<file path="src/design/tcon_pkg.sv">
// tcon_pkg: shared constants, operation codes and types for the text console
// no dependencies; used by the interfaces and every module of the console
package tcon_pkg;

  // default screen geometry and command queue depth
  localparam int COLS_DEFAULT        = 80;
  localparam int ROWS_DEFAULT        = 25;
  localparam int QUEUE_DEPTH_DEFAULT = 2;

  // fixed field widths of the channel words
  localparam int OP_W   = 2;
  localparam int BYTE_W = 8;
  localparam int FCOL_W = 7;
  localparam int FROW_W = 5;

  // operation codes
  localparam logic [OP_W-1:0] OP_PUT_CHAR   = 2'd0;
  localparam logic [OP_W-1:0] OP_NEWLINE    = 2'd1;
  localparam logic [OP_W-1:0] OP_SET_CURSOR = 2'd2;
  localparam logic [OP_W-1:0] OP_READ_CELL  = 2'd3;

  // blank character used by clear and scroll
  localparam logic [BYTE_W-1:0] SPACE_CHAR = 8'h20;

  // classified command as held in the queue (col and row already clamped)
  typedef struct packed {
    logic [OP_W-1:0]   operation;
    logic [BYTE_W-1:0] char_code;
    logic [BYTE_W-1:0] attribute;
    logic [FCOL_W-1:0] col;
    logic [FROW_W-1:0] row;
  } cmd_t;

  // queue fill status seen by both sides
  typedef struct packed {
    logic empty;
    logic full;
  } queue_status_t;

endpackage

</file>
<file path="src/design/tcon_queue.sv">
// tcon_queue: short command queue between front and back of the console
// depends on tcon_pkg
module tcon_queue #(
  parameter int DEPTH = tcon_pkg::QUEUE_DEPTH_DEFAULT
) (
  input  logic                    clk,
  input  logic                    rst,
  input  logic                    push,
  input  tcon_pkg::cmd_t          push_data,
  input  logic                    pop,
  output tcon_pkg::cmd_t          pop_data,
  output tcon_pkg::queue_status_t status
);

  localparam int PTR_W = (DEPTH > 1) ? $clog2(DEPTH) : 1;
  localparam int CNT_W = $clog2(DEPTH + 1);

  tcon_pkg::cmd_t   entries [DEPTH];
  logic [PTR_W-1:0] wr_ptr;
  logic [PTR_W-1:0] rd_ptr;
  logic [CNT_W-1:0] count;

  assign status.empty = (count == CNT_W'(0));
  assign status.full  = (count == CNT_W'(DEPTH));
  assign pop_data     = entries[rd_ptr];

  // pointers and fill count
  always_ff @(posedge clk) begin
    if (rst) begin
      wr_ptr <= '0;
      rd_ptr <= '0;
      count  <= '0;
    end else begin
      if (push) begin
        wr_ptr <= (wr_ptr == PTR_W'(DEPTH - 1)) ? '0 : wr_ptr + PTR_W'(1);
      end
      if (pop) begin
        rd_ptr <= (rd_ptr == PTR_W'(DEPTH - 1)) ? '0 : rd_ptr + PTR_W'(1);
      end
      if (push && !pop) begin
        count <= count + CNT_W'(1);
      end else if (pop && !push) begin
        count <= count - CNT_W'(1);
      end
    end
  end

  // entry storage
  always_ff @(posedge clk) begin
    if (push) begin
      entries[wr_ptr] <= push_data;
    end
  end

endmodule

</file>
<file path="config.mk">
export PLATFORM = sky130hd
export DESIGN_NAME = tcon_queue
export DESIGN_NICKNAME = d
export VERILOG_FILES = /design/src/design/tcon_pkg.sv /design/src/design/tcon_queue.sv
export SDC_FILE = /design/constraint.sdc
export NUM_CORES = 1
export LEC_CHECK = 0
export BUFFER_PORTS_ARGS = -buffer_cell sky130_fd_sc_hd__buf_4
export CAP_MARGIN = 10
export CORE_MARGIN = 10
export CORE_UTILIZATION = 25
export DETAILED_ROUTE_END_ITERATION = 10
export SYNTH_ARGS = -nofsm -noshare
export SYNTH_HDL_FRONTEND = slang
export SYNTH_SLANG_ARGS = --single-unit
</file>
<file path="constraint.sdc">
create_clock -name clk -period 5.4 [get_ports clk]
set_input_delay 0.81 -clock clk [delete_from_list [all_inputs] [get_ports clk]]
set_output_delay 0.81 -clock clk [all_outputs]
set_load 0.05 [all_outputs]
</file>
Yosys cells after proc, flatten, opt, wreduce, memory -nomap -nowiden

Memory sizes are Yosys's and may differ from the RTL's. A register that Yosys moved wholly into a read port is not among the register bits.
Cells that the tools add are included.

RAM bits: 60
Flip-flop bits (word level): 4
Memories: 1
Word-level logic and storage cells: 23
Bits of input ports: 34

Memories:

| name    | words | bits a word | read ports | clocked after memory_dff | write ports | RTL line         | source |
|---|---|---|---|---|---|---|---|
| entries | 2     | 30          | 1          | 1                        | 1           | tcon_queue.sv:18 | `tcon_pkg::cmd_t entries [DEPTH];` |

Reductions and logical operators: 6
Muxes and demuxes: 8
Add/subtract/negate cells: 4
Equal/unequal tests: 1

Operators with widths:

| kind                                                                | number |
|---|---|
| 1-bit 2-to-1 mux                                                    | 6 |
| 2-bit 2-to-1 mux                                                    | 2 |
| 1-bit adder (second input constant)                                 | 2 |
| 2-bit by 1-bit adder with 2-bit output (second input constant)      | 1 |
| 2-bit == test (second input constant)                               | 1 |
| 1-bit logical AND                                                   | 2 |
| 1-bit zero test                                                     | 2 |
| 2-bit zero test                                                     | 1 |
| 2-bit nonzero test                                                  | 1 |
| 2-bit by 1-bit subtractor with 2-bit output (second input constant) | 1 |

Depth between registers and ports, before layout

Word-level depth: 4
Mapped depth: 5
Depth with buffers taken out: 5

Least setup slack after synthesis

No wires, ideal clock.

Kind: input -> register
Start: input push
End: memory entries[0][0] (netlist bit), enable pin
Stages on the path: 1
Arrival time: 2.172 ns
Library setup time: 0.421 ns
Path slack: 2.807 ns
Required time: 4.979 ns
Cells stage by stage: nor2b_1

Cells in the longest elaborated chain, start to end: 2

Ends and longest elaborated chain:

| item                                   | RTL line         | source |
|---|---|---|
| start, declared                        | tcon_queue.sv:8  | `input logic push,` |
| 1-bit 2-to-1 mux                       | tcon_queue.sv:50 | `if (push) begin` |
| 1-bit 2-to-1 mux (not written as such) | tcon_queue.sv:51 | `entries[wr_ptr] <= push_data;` |
| end, declared                          | tcon_queue.sv:18 |  |

No other way between the ends.

==> impl_summary.log <==
[metrics] antenna violations before repair: 0
[metrics] final wirelength: 4650 µm
[metrics] die area: 0.0137 mm²
[metrics] distinct cell type count after synthesis: 15
[metrics] post-synthesis area per instance: 20.5 µm²
[metrics] insertion delay to the later sink of the worst-skew pair: 330 ps
[metrics] class of the most critical hold timing path: flip-flop to flip-flop
[metrics] required time of the critical path: 4590 ps
[metrics] Worst Hold Path Cells: 2
[metrics] DIE HEIGHT: 117 µm
[metrics] Post-CTS Hold Buffers: 0
[metrics] average via count per standard cell: 3.90
[metrics] final critical-path share of the clock period: 0.480
[metrics] post-synthesis net count: 150
[metrics] headroom to the max-slew limit: 0.369
[metrics] last weighted congestion value of the routability-driven placer: 0.653
[metrics] setup clock skew after layout: 5.88 ps
[metrics] total of warnings raised by yosys: 0
[metrics] Post-Synthesis Cell Area: 0.00236 mm²
[metrics] port bufs: 65
[metrics] power density cells: 394 mW/mm²
[metrics] Reg-to-Reg End: entries[0][24]
[metrics] Multi-input gate area: 450 µm²
[metrics] WP data arrival: 1780 ps
[metrics] mean routed wirelength per cell: 14.5 µm
[metrics] dominant cells by area after synthesis: sky130_fd_sc_hd__edfxtp_1, sky130_fd_sc_hd__mux2_2, sky130_fd_sc_hd__dfxtp_1
[metrics] post-layout min period: 2590 ps
[metrics] number of standard cells in the layout, taps in and fillers out: 322
[metrics] final setup vio count: 0
[metrics] number of I/O pins: 66
[metrics] layout cells sized above 1: 0.591
[metrics] cell breakdown of the critical path: mux2_2 -> buf_4
[metrics] Critical Path Start Type: flip-flop
[metrics] total power: 1.27 mW
[metrics] number of instances in the synthesized netlist: 115
[metrics] Setup Crit Path Kind: flip-flop to output pin
[metrics] number of buffer and inverter instances along the worst setup path: 1
[metrics] x dimension of the die: 117 µm
[metrics] transition time at the pin with the least slew margin: 944 ps
[metrics] via count: 1255
[metrics] biggest fanout along the worst timing path: 30
[metrics] final antenna-violating net count: 0
[metrics] post-cts sizing count: 0
[metrics] final-report max-slew violation count: 0
[metrics] diodes inserted: 0
[metrics] register-to-register setup slack: 3920 ps
[metrics] most common cell after layout, fill and taps aside: sky130_fd_sc_hd__buf_4
[metrics] count of endpoints failing hold in the final timing report: 0
[metrics] portion of synthesized cell area occupied by the leading cell type: 0.763
[metrics] result of the run: finished clean
[metrics] library cell with the largest summed area after synthesis: sky130_fd_sc_hd__edfxtp_1
[metrics] area added between synthesis and finish: 36.5%
[metrics] placeable core region: 0.00924 mm²
[metrics] CP endpoint kind: output pin
[metrics] drt drc: 0
[metrics] startpoint of the most critical register-to-register path: wr_ptr
[metrics] highest ir drop seen on vdd: 0.268 mV
[metrics] placed cells: 306
[metrics] total iterations of the first detailed-routing run: 4
[metrics] register area: 0.00190 mm²
[metrics] sequential element share of the synthesized area: 0.805
[metrics] largest net degree at the start of global routing: 31
[metrics] number of synthesized register bits: 65
[metrics] Leak: 1.20 nW
[metrics] number of sinks driven by the clock tree: 65
[metrics] number of global-route vias before repair: 1431
[metrics] net total in the final layout: 223
[metrics] Filler Cell Count: 892
[metrics] buffer count from post-CTS setup fixing: 0
[metrics] count of cell instances traversed by the critical path: 2
[metrics] setup slack at placement: 3080 ps
[metrics] number of violations reported at the end of detailed-routing iteration 0: 29
[metrics] largest stage delay on the critical path: 830 ps
[metrics] remaining global-route overflow: 0
[metrics] Setup crit end: pop_data[28]
[metrics] number of max-capacitance violations reported: 0
[metrics] row cnt: 35
[metrics] summed negative setup slack over all endpoints: 0 ps
[metrics] first-pass GRT wire length: 7390 µm
[metrics] CP max-delay cell: sky130_fd_sc_hd__dfxtp_2
[metrics] gate family responsible for the most delay along the worst path: flip-flops
[metrics] Fmax: 386 MHz
[metrics] clock tree root driver cell: sky130_fd_sc_hd__clkbuf_8
[metrics] number of buffers on the longest clock path: 2
[metrics] number of clock buffers inserted by TritonCTS: 9
[metrics] leading cell types in the layout, fill and taps excluded: sky130_fd_sc_hd__buf_4, sky130_fd_sc_hd__edfxtp_1, sky130_fd_sc_hd__mux2_2, sky130_fd_sc_hd__clkbuf_8, sky130_fd_sc_hd__nor2_1
[metrics] clk slew on worst S/H paths: 70 ps
[metrics] Global Route Usage Sum: 0.0732
[metrics] Worst Slack Setup Final: 2810 ps
[metrics] starting density of the core: 0.256
[metrics] final HPWL from detailed placement: 3050 µm
[metrics] worst reg2reg path depth: 1
[metrics] Clock H-tree levels: 3
[metrics] RSZ-0062 raised after global routing: false
[metrics] TritonCTS clock tree: built
worst min-delay path by stage:
| stage | startpoint | endpoint | slack, ps |
|---|---|---|---|
| after global routing | rd_ptr | flip-flop | 560 |
| after floorplan | count[1] | count[1] | 460 |
| after CTS | count[1] | count[1] | 510 |
| after global placement | count[1] | count[1] | 480 |
| final | count[1] | count[1] | 500 |
| after detailed placement | count[1] | count[1] | 500 |
cells by family (layout without fill, tap and decap cells):
logic type / after synthesis / after routing / share of synthesized area
AO/OA/AOI/OAI: 2 / 2 / 0.00423
XOR/XNOR: 4 / 4 / 0.0148
adder cells (fa/ha/maj): 1 / 1 / 0.00530
buffers and inverters: 4 / 82 / 0.00794
flip-flops: 65 / 65 / 0.805
multiplexers: 30 / 30 / 0.143
AND/OR/NAND/NOR: 9 / 9 / 0.0196
tightest hold or removal path, stage by stage, from the launching register on:
cell	delay (ps)
sky130_fd_sc_hd__dfxtp_1	330
sky130_fd_sc_hd__o21ai_0	70
sky130_fd_sc_hd__a21oi_1	60
metal layers:
| layer | global-route usage | part of all wire |
|---|---|---|
| met4 | 0.0346 | 0.0095 |
| met5 | 0 | 0 |
| met2 | 0.114 | 0.48 |
| met3 | 0.0449 | 0.11 |
| met1 | 0.0768 | 0.40 |
through the flow:
step | cell area (µm²) | hold slack (ps) | utilization
after floorplan | 2360 | 461 | -
after global placement | 3010 | 480 | 0.325
after detailed placement | 3010 | 496 | 0.325
after CTS | 3220 | 508 | 0.349
after global routing | 3220 | 557 | 0.349
final | 3220 | 504 | 0.349
report_power, final:
part           internal [mW]  total, mW  switching [mW]
Clock                  0.260      0.445           0.186
Combinational         0.0809      0.223           0.142
Sequential             0.586      0.603          0.0175
Total                  0.927       1.27           0.345
area by class of cell:
cell class              count  area share
multi-input cells          46       0.140
inverters                   1     0.00116
well taps                 129      0.0501
clock inverters             7      0.0291
repair buffers             65       0.151
flip-flops and latches     65       0.590
clock buffers               9      0.0384
cell usage after synthesis:
master / count
sky130_fd_sc_hd__a21oi_1: 1
sky130_fd_sc_hd__and2_1: 1
sky130_fd_sc_hd__and2b_2: 1
sky130_fd_sc_hd__buf_2: 3
sky130_fd_sc_hd__dfxtp_1: 5
sky130_fd_sc_hd__edfxtp_1: 60
sky130_fd_sc_hd__ha_1: 1
sky130_fd_sc_hd__inv_1: 1
sky130_fd_sc_hd__mux2_2: 30
sky130_fd_sc_hd__nor2_1: 5
sky130_fd_sc_hd__nor2b_1: 1
sky130_fd_sc_hd__o21ai_0: 1
sky130_fd_sc_hd__or3_1: 1
sky130_fd_sc_hd__xnor2_1: 2
sky130_fd_sc_hd__xor2_1: 2
state kept, by name (all words and copies together) (netlist names), named ones only:
name / cells
wr_ptr: 1
rd_ptr: 1
entries: 60
count: 2
(Power assumes the default switching activity.)
