<file path="src/design/tcon_pkg.sv">
// tcon_pkg: shared constants, operation codes and types for the text console
// no dependencies; used by the interfaces and every module of the console
package tcon_pkg;

  // default screen geometry and command queue depth
  localparam int COLS_DEFAULT        = 80;
  localparam int ROWS_DEFAULT        = 25;
  localparam int QUEUE_DEPTH_DEFAULT = 2;

  // fixed field widths of the channel words
  localparam int OP_W   = 2;
  localparam int BYTE_W = 8;
  localparam int FCOL_W = 7;
  localparam int FROW_W = 5;

  // operation codes
  localparam logic [OP_W-1:0] OP_PUT_CHAR   = 2'd0;
  localparam logic [OP_W-1:0] OP_NEWLINE    = 2'd1;
  localparam logic [OP_W-1:0] OP_SET_CURSOR = 2'd2;
  localparam logic [OP_W-1:0] OP_READ_CELL  = 2'd3;

  // blank character used by clear and scroll
  localparam logic [BYTE_W-1:0] SPACE_CHAR = 8'h20;

  // classified command as held in the queue (col and row already clamped)
  typedef struct packed {
    logic [OP_W-1:0]   operation;
    logic [BYTE_W-1:0] char_code;
    logic [BYTE_W-1:0] attribute;
    logic [FCOL_W-1:0] col;
    logic [FROW_W-1:0] row;
  } cmd_t;

  // queue fill status seen by both sides
  typedef struct packed {
    logic empty;
    logic full;
  } queue_status_t;

endpackage

</file>
<file path="src/design/tcon_ifs.sv">
// tcon_cmd_if and tcon_rsp_if: valid/ready channels of the text console
// depends on tcon_pkg for field widths
interface tcon_cmd_if;
  logic                         valid;
  logic                         ready;
  logic [tcon_pkg::OP_W-1:0]    operation;
  logic [tcon_pkg::BYTE_W-1:0]  char_code;
  logic [tcon_pkg::BYTE_W-1:0]  attribute;
  logic [tcon_pkg::FCOL_W-1:0]  col;
  logic [tcon_pkg::FROW_W-1:0]  row;

  modport source (output valid, operation, char_code, attribute, col, row, input ready);
  modport sink   (input valid, operation, char_code, attribute, col, row, output ready);
endinterface


</file>
<file path="src/design/tcon_front.sv">
// tcon_front: accepts command words, clamps col/row and holds one classified command
// depends on tcon_pkg and tcon_cmd_if; feeds tcon_queue
module tcon_front #(
  parameter int COLS = tcon_pkg::COLS_DEFAULT,
  parameter int ROWS = tcon_pkg::ROWS_DEFAULT
) (
  input  logic                    clk,
  input  logic                    rst,
  tcon_cmd_if.sink                cmd,
  input  logic                    clearing,
  input  tcon_pkg::queue_status_t q_status,
  output logic                    push,
  output tcon_pkg::cmd_t          push_cmd
);

  localparam int COL_MAX = COLS - 1;
  localparam int ROW_MAX = ROWS - 1;

  logic           stg_valid;
  tcon_pkg::cmd_t stg;
  tcon_pkg::cmd_t classified;

  // clamp position to the screen
  always_comb begin
    classified.operation = cmd.operation;
    classified.char_code = cmd.char_code;
    classified.attribute = cmd.attribute;
    classified.col       = cmd.col;
    classified.row       = cmd.row;
    if (9'(cmd.col) > 9'(COL_MAX)) begin
      classified.col = tcon_pkg::FCOL_W'(COL_MAX);
    end
    if (8'(cmd.row) > 8'(ROW_MAX)) begin
      classified.row = tcon_pkg::FROW_W'(ROW_MAX);
    end
  end

  // handshake: hand the staged word on when the queue has room
  assign push      = stg_valid && !q_status.full;
  assign push_cmd  = stg;
  assign cmd.ready = !clearing && (!stg_valid || push);

  always_ff @(posedge clk) begin
    if (rst) begin
      stg_valid <= 1'b0;
    end else if (cmd.valid && cmd.ready) begin
      stg_valid <= 1'b1;
    end else if (push) begin
      stg_valid <= 1'b0;
    end
  end

  // staged payload
  always_ff @(posedge clk) begin
    if (cmd.valid && cmd.ready) begin
      stg <= classified;
    end
  end

endmodule

</file>
<file path="src/flat_wrapper.sv">
// flat-port wrapper written by rule: the top's interface ports become plain ports
module tcon_front_flat 
#(
  parameter int COLS = tcon_pkg::COLS_DEFAULT,
  parameter int ROWS = tcon_pkg::ROWS_DEFAULT
)
  (clk, rst, clearing, q_status, push, push_cmd, cmd_valid, cmd_operation, cmd_char_code, cmd_attribute, cmd_col, cmd_row, cmd_ready);
  tcon_cmd_if cmd_i ();
  input  logic clk;
  input  logic rst;
  input  logic clearing;
  input  tcon_pkg::queue_status_t q_status;
  output logic push;
  output tcon_pkg::cmd_t push_cmd;
  input wire logic [$bits(cmd_i.valid)-1:0] cmd_valid;
  input wire logic [$bits(cmd_i.operation)-1:0] cmd_operation;
  input wire logic [$bits(cmd_i.char_code)-1:0] cmd_char_code;
  input wire logic [$bits(cmd_i.attribute)-1:0] cmd_attribute;
  input wire logic [$bits(cmd_i.col)-1:0] cmd_col;
  input wire logic [$bits(cmd_i.row)-1:0] cmd_row;
  output wire logic [$bits(cmd_i.ready)-1:0] cmd_ready;
  assign cmd_i.valid = cmd_valid;
  assign cmd_i.operation = cmd_operation;
  assign cmd_i.char_code = cmd_char_code;
  assign cmd_i.attribute = cmd_attribute;
  assign cmd_i.col = cmd_col;
  assign cmd_i.row = cmd_row;
  assign cmd_ready = cmd_i.ready;
  tcon_front #(.COLS(COLS), .ROWS(ROWS)) u_core (.clk(clk), .rst(rst), .cmd(cmd_i), .clearing(clearing), .q_status(q_status), .push(push), .push_cmd(push_cmd));
endmodule
</file>
<file path="config.mk">
export PLATFORM = sky130hd
export DESIGN_NAME = tcon_front_flat
export DESIGN_NICKNAME = d
export VERILOG_FILES = /design/src/design/tcon_pkg.sv /design/src/design/tcon_ifs.sv /design/src/design/tcon_front.sv /design/src/flat_wrapper.sv
export SDC_FILE = /design/constraint.sdc
export NUM_CORES = 1
export LEC_CHECK = 0
export ABC_AREA = 1
export BUFFER_PORTS_ARGS = -buffer_cell sky130_fd_sc_hd__buf_2
export CORE_MARGIN = 2
export CORE_UTILIZATION = 35
export DETAILED_ROUTE_END_ITERATION = 10
export PLACE_DENSITY = 0.69
export SLEW_MARGIN = 20
export SYNTH_ARGS = -nofsm -noshare
export SYNTH_HDL_FRONTEND = slang
export SYNTH_SLANG_ARGS = --single-unit
</file>
<file path="constraint.sdc">
create_clock -name clk -period 4.3 [get_ports clk]
set_input_delay 0.645 -clock clk [delete_from_list [all_inputs] [get_ports clk]]
set_output_delay 0.645 -clock clk [all_outputs]
set_load 0.01 [all_outputs]
</file>
## After elaboration in Yosys (flattened, before gate mapping)

Cells that the tools add are included.

| storage, ports and cells | value |
|---|---|
| register bits | 31 |
| logic and storage cells | 18 |

| cells by class | value |
|---|---|
| $lt $le $gt $ge | 2 |
| reductions and logical operators | 8 |
| muxes and demuxes | 2 |

Operators by type and width:

| cell | count |
|---|---|
| $gt A7 B7 Y1 const B | 1 |
| $gt A5 B5 Y1 const B | 1 |
| $logic_and A1 B1 Y1 | 3 |
| $logic_not A1 Y1 | 3 |
| $mux W1 | 2 |
| $reduce_bool A2 Y1 | 1 |
| $logic_or A1 B1 Y1 | 1 |

## Longest topological paths before layout

| logic depth | value |
|---|---|
| word-level depth | 6 |
| mapped depth | 4 |

## Least setup slack after synthesis

Ideal clock, no wire load.

| path | value |
|---|---|
| path type | input to register |
| start point | input q_status[0] in the netlist's numbering |
| end point | register u_core.stg (netlist bit u_core.push_cmd[0]), enable pin |
| stages | 3 |
| setup time | 455 ps |
| path buffers | 0 |
| data arrival time | 2,819 ps |
| setup slack | 1,026 ps |
| cells stage by stage | nand2_1 > inv_1 > nor3_1 |

| on the way | value |
|---|---|
| longest elaborated chain between the ends | 5 |

Ends and longest elaborated chain:

| what | line | text |
|---|---|---|
| from (decl) | flat_wrapper.sv:12 | `input tcon_pkg::queue_status_t q_status;` |
| $logic_not A1 Y1 | tcon_front.sv:39 | `assign push = stg_valid && !q_status.full;` |
| $logic_and A1 B1 Y1 | tcon_front.sv:39 |  |
| $logic_or A1 B1 Y1 | tcon_front.sv:41 | `assign cmd.ready = !clearing && (!stg_valid \|\| push);` |
| $logic_and A1 B1 Y1 | tcon_front.sv:41 |  |
| $logic_and A1 B1 Y1 | tcon_front.sv:55 | `if (cmd.valid && cmd.ready) begin` |
| to (signal assigned) | tcon_front.sv:56 | `stg <= classified;` |
| to (decl) | tcon_front.sv:20 | `tcon_pkg::cmd_t stg;` |

Every way passes these cells.
A chain may end at the register's enable or synchronous reset.

## Worst setup path in the final report

| path | value |
|---|---|
| start point | input q_status[0] in the netlist's numbering |
| end point | output cmd_ready |

| on the way | value |
|---|---|
| longest elaborated chain between the ends | 4 |

Ends and longest elaborated chain:

| what | line | text |
|---|---|---|
| $logic_not A1 Y1 | tcon_front.sv:39 |  |
| $logic_and A1 B1 Y1 | tcon_front.sv:39 |  |
| $logic_or A1 B1 Y1 | tcon_front.sv:41 |  |
| $logic_and A1 B1 Y1 | tcon_front.sv:41 |  |
| to (decl) | flat_wrapper.sv:21 | `output wire logic [$bits(cmd_i.ready)-1:0] cmd_ready;` |

Every way passes these cells.

==> impl_metrics.tcl <==
set metrics [dict create \
    post-route-util_pct 50.0 \
    synth_top_area_cell "edfxtp_1" \
    layoutNonFillerInstCount 172 \
    die_h_um 59.2 \
    grt-ovfl-total 0 \
    powerDensity_mw_per_mm2 371 \
    cts_tree "built" \
    seq_area_frac_synth_pct 86.3 \
    status "complete, no violations" \
    clkPwrFrac_pct 27.6 \
    worstSkewPairLatency_ps 320 \
    rows 20 \
    finalSetupViolCount 0 \
    worstPathRequired_ps 3650 \
    r2r_cells 4 \
    numCtsBuffers 5 \
    place_hpwl_mm 1.44 \
    antenna_found_initial 0 \
    holdPathStages 1 \
    total_power_mw 0.553 \
    routedWlPerCell_um 10.9 \
    cts_root_buf "clkbuf_4" \
    viasPerCell 4.31 \
    place_area_mm2 0.00144 \
    syn_area_per_cell_um2 15.9 \
    grt_first_pass_wirelength_mm 2.71 \
    relSlewSlack_pct 61.7 \
    cts.reportedPaths.clkPinSlew_ps 90 \
    criticalPathCategory "input port to output port" \
    fmax_ghz 0.579 \
    cp_max_fo 2 \
    core-area_mm2 0.00298 \
    crit_arrival_ps 1080 \
    power.switching_mw 0.119 \
    fin_nets 174 \
    p_leak_nw 0.705 \
    hold_class "input port to flip-flop" \
    r2r_end "u_core.push_cmd[21]" \
    syn_nets 103 \
    crit_path_start "q_status[0]" \
    fin_skew_ps 4.73 \
    netlist_area_mm2 0.00107 \
    cts.repair.resized 0 \
    finalCritPeriodShare_pct 40.2 \
    antenna_cells 0 \
    port_buffers 66 \
    fin_crit_ps 1730 \
    swShare_pct 21.5 \
    grt_pass1_vias 620 \
    area_delta_synth_final_pct 39.6 \
    grt.total_usage_pct 11.3 \
    slew_violations 0 \
    clockBufferDepth 2 \
    yosysTopAreaCellShare_pct 84.4 \
    wirelength_mm 1.87 \
    drc 0 \
    io-pin-count 68 \
    ant_nets 0 \
    ys_seq_elements 31 \
    htree_levels 2 \
    grt_max_degree 24 \
    r2r_slack_ps 2710 \
    synth_cells 67 \
    regToRegStartpoint "u_core.stg_valid" \
    hold_viol 0 \
    p_seq_share_pct 63.3 \
    max_cap_viol_count 0 \
    cp-start-kind "input port" \
    yosysWarnings 0 \
    ir_drop_v 0.000104 \
    fin_tns_setup_ps 0 \
    final_area_mm2 0.00149 \
    dp_cells 164 \
    fp.dieArea_mm2 0.00351 \
    initial_core_util_pct 35.8 \
    drt-initial-drc-count 16 \
    postCtsSetupBuffers 0 \
    drive_above_1_share_pct 54.0 \
    gp_congestion 0.665 \
    synthDistinctLibCells 11 \
    num_vias 742 \
    cts_hold_buf 0 \
    rsz0062_at_grt "no" \
    critPathCaptureType "output port" \
    firstDrtPassIters 4 \
    synth_area_leaders "edfxtp_1, inv_1, nand2_1" \
    worst_pin_slew_ps 571 \
    clock-sinks 31 \
    p_int_mw 0.434 \
    chipWidth_um 59.2 \
    endpoint "cmd_ready" \
    power_frac_comb_pct 9.1 \
]
area by class of cell:
type | count | area [um^2]
well taps | 33 | 41.3
clock buffers | 7 | 45.0
inverters | 14 | 52.6
fillers | 270 | 1490
clock inverters | 1 | 5.00
repair buffers | 67 | 338
multi-input cells | 19 | 87.6
flip-flops and latches | 31 | 921
flip-flops by register name, summed over array words and instances (netlist names):
name              count
u_core.push_cmd      30
u_core.stg_valid      1
worst max-delay path, cell delays in order:
cell and delay (ps):
buf_2 100, nand2_1 70, inv_1 60, nor2_1 80
buf_2 130
synth_stat cells (all sizes together):
cell type / instances
o21ai: 2
a21oi: 1
dfxtp: 1
edfxtp: 30
nor3: 1
nand2: 9
inv: 14
nor2: 5
clkbuf: 3
and2: 1
through the flow:
stage / hold slack, ps / setup WS [ps]
floorplan: 523 / 1030
global placement: 545 / 2240
detailed placement: 560 / 2210
CTS: 473 / 2560
global route: 461 / 2460
finish: 493 / 2570
per-layer routing:
metal	track usage (%)	routed length, um
met5	0	0
met4	7.79	59
met3	6.77	216
met2	17.1	902
met1	11.7	692
power groups by stage:
stage | Clock [mW] | Combinational (mW) | Sequential (mW)
floorplan | 0 | 0.0131 | 0.365
global placement | 0 | 0.0496 | 0.356
detailed placement | 0 | 0.0513 | 0.357
CTS | 0.163 | 0.0514 | 0.350
global route | 0.176 | 0.0570 | 0.351
finish | 0.153 | 0.0504 | 0.350
placed cells by master (no fill, tap or decap):
cell type  Yosys  routed
nor2_1         5       5
nor3_2         0       1
dfxtp_1        1       1
buf_2          0      66
buf_4          0       1
clkbuf_4       0       5
o21ai_0        1       1
nand2_1        9       9
o21ai_2        1       1
inv_1         14      14
clkinv_2       0       1
edfxtp_1      30      30
a21oi_1        1       1
and2_1         1       1
clkbuf_1       3       2
worst min path at each step:
stage	from	end	slack [ps]
after floorplan	u_core.stg_valid	u_core.stg_valid	520
after global placement	u_core.stg_valid	u_core.stg_valid	540
after detailed placement	u_core.stg_valid	u_core.stg_valid	560
after CTS	cmd_char_code[6]	u_core.push_cmd[26]	470
after global routing	cmd_char_code[6]	u_core.push_cmd[26]	460
final	cmd_attribute[4]	u_core.push_cmd[16]	490
logic make-up (layout without fill, tap and decap cells):
group	Yosys count	after routing	share of synthesized area (%)
AOI/OAI and AO/OA	3	3	1.76
and+or+nand+nor	16	16	5.98
buffers and inverters	17	89	5.98
DFF	31	31	86.3
Power figures use the tool's default switching activity.
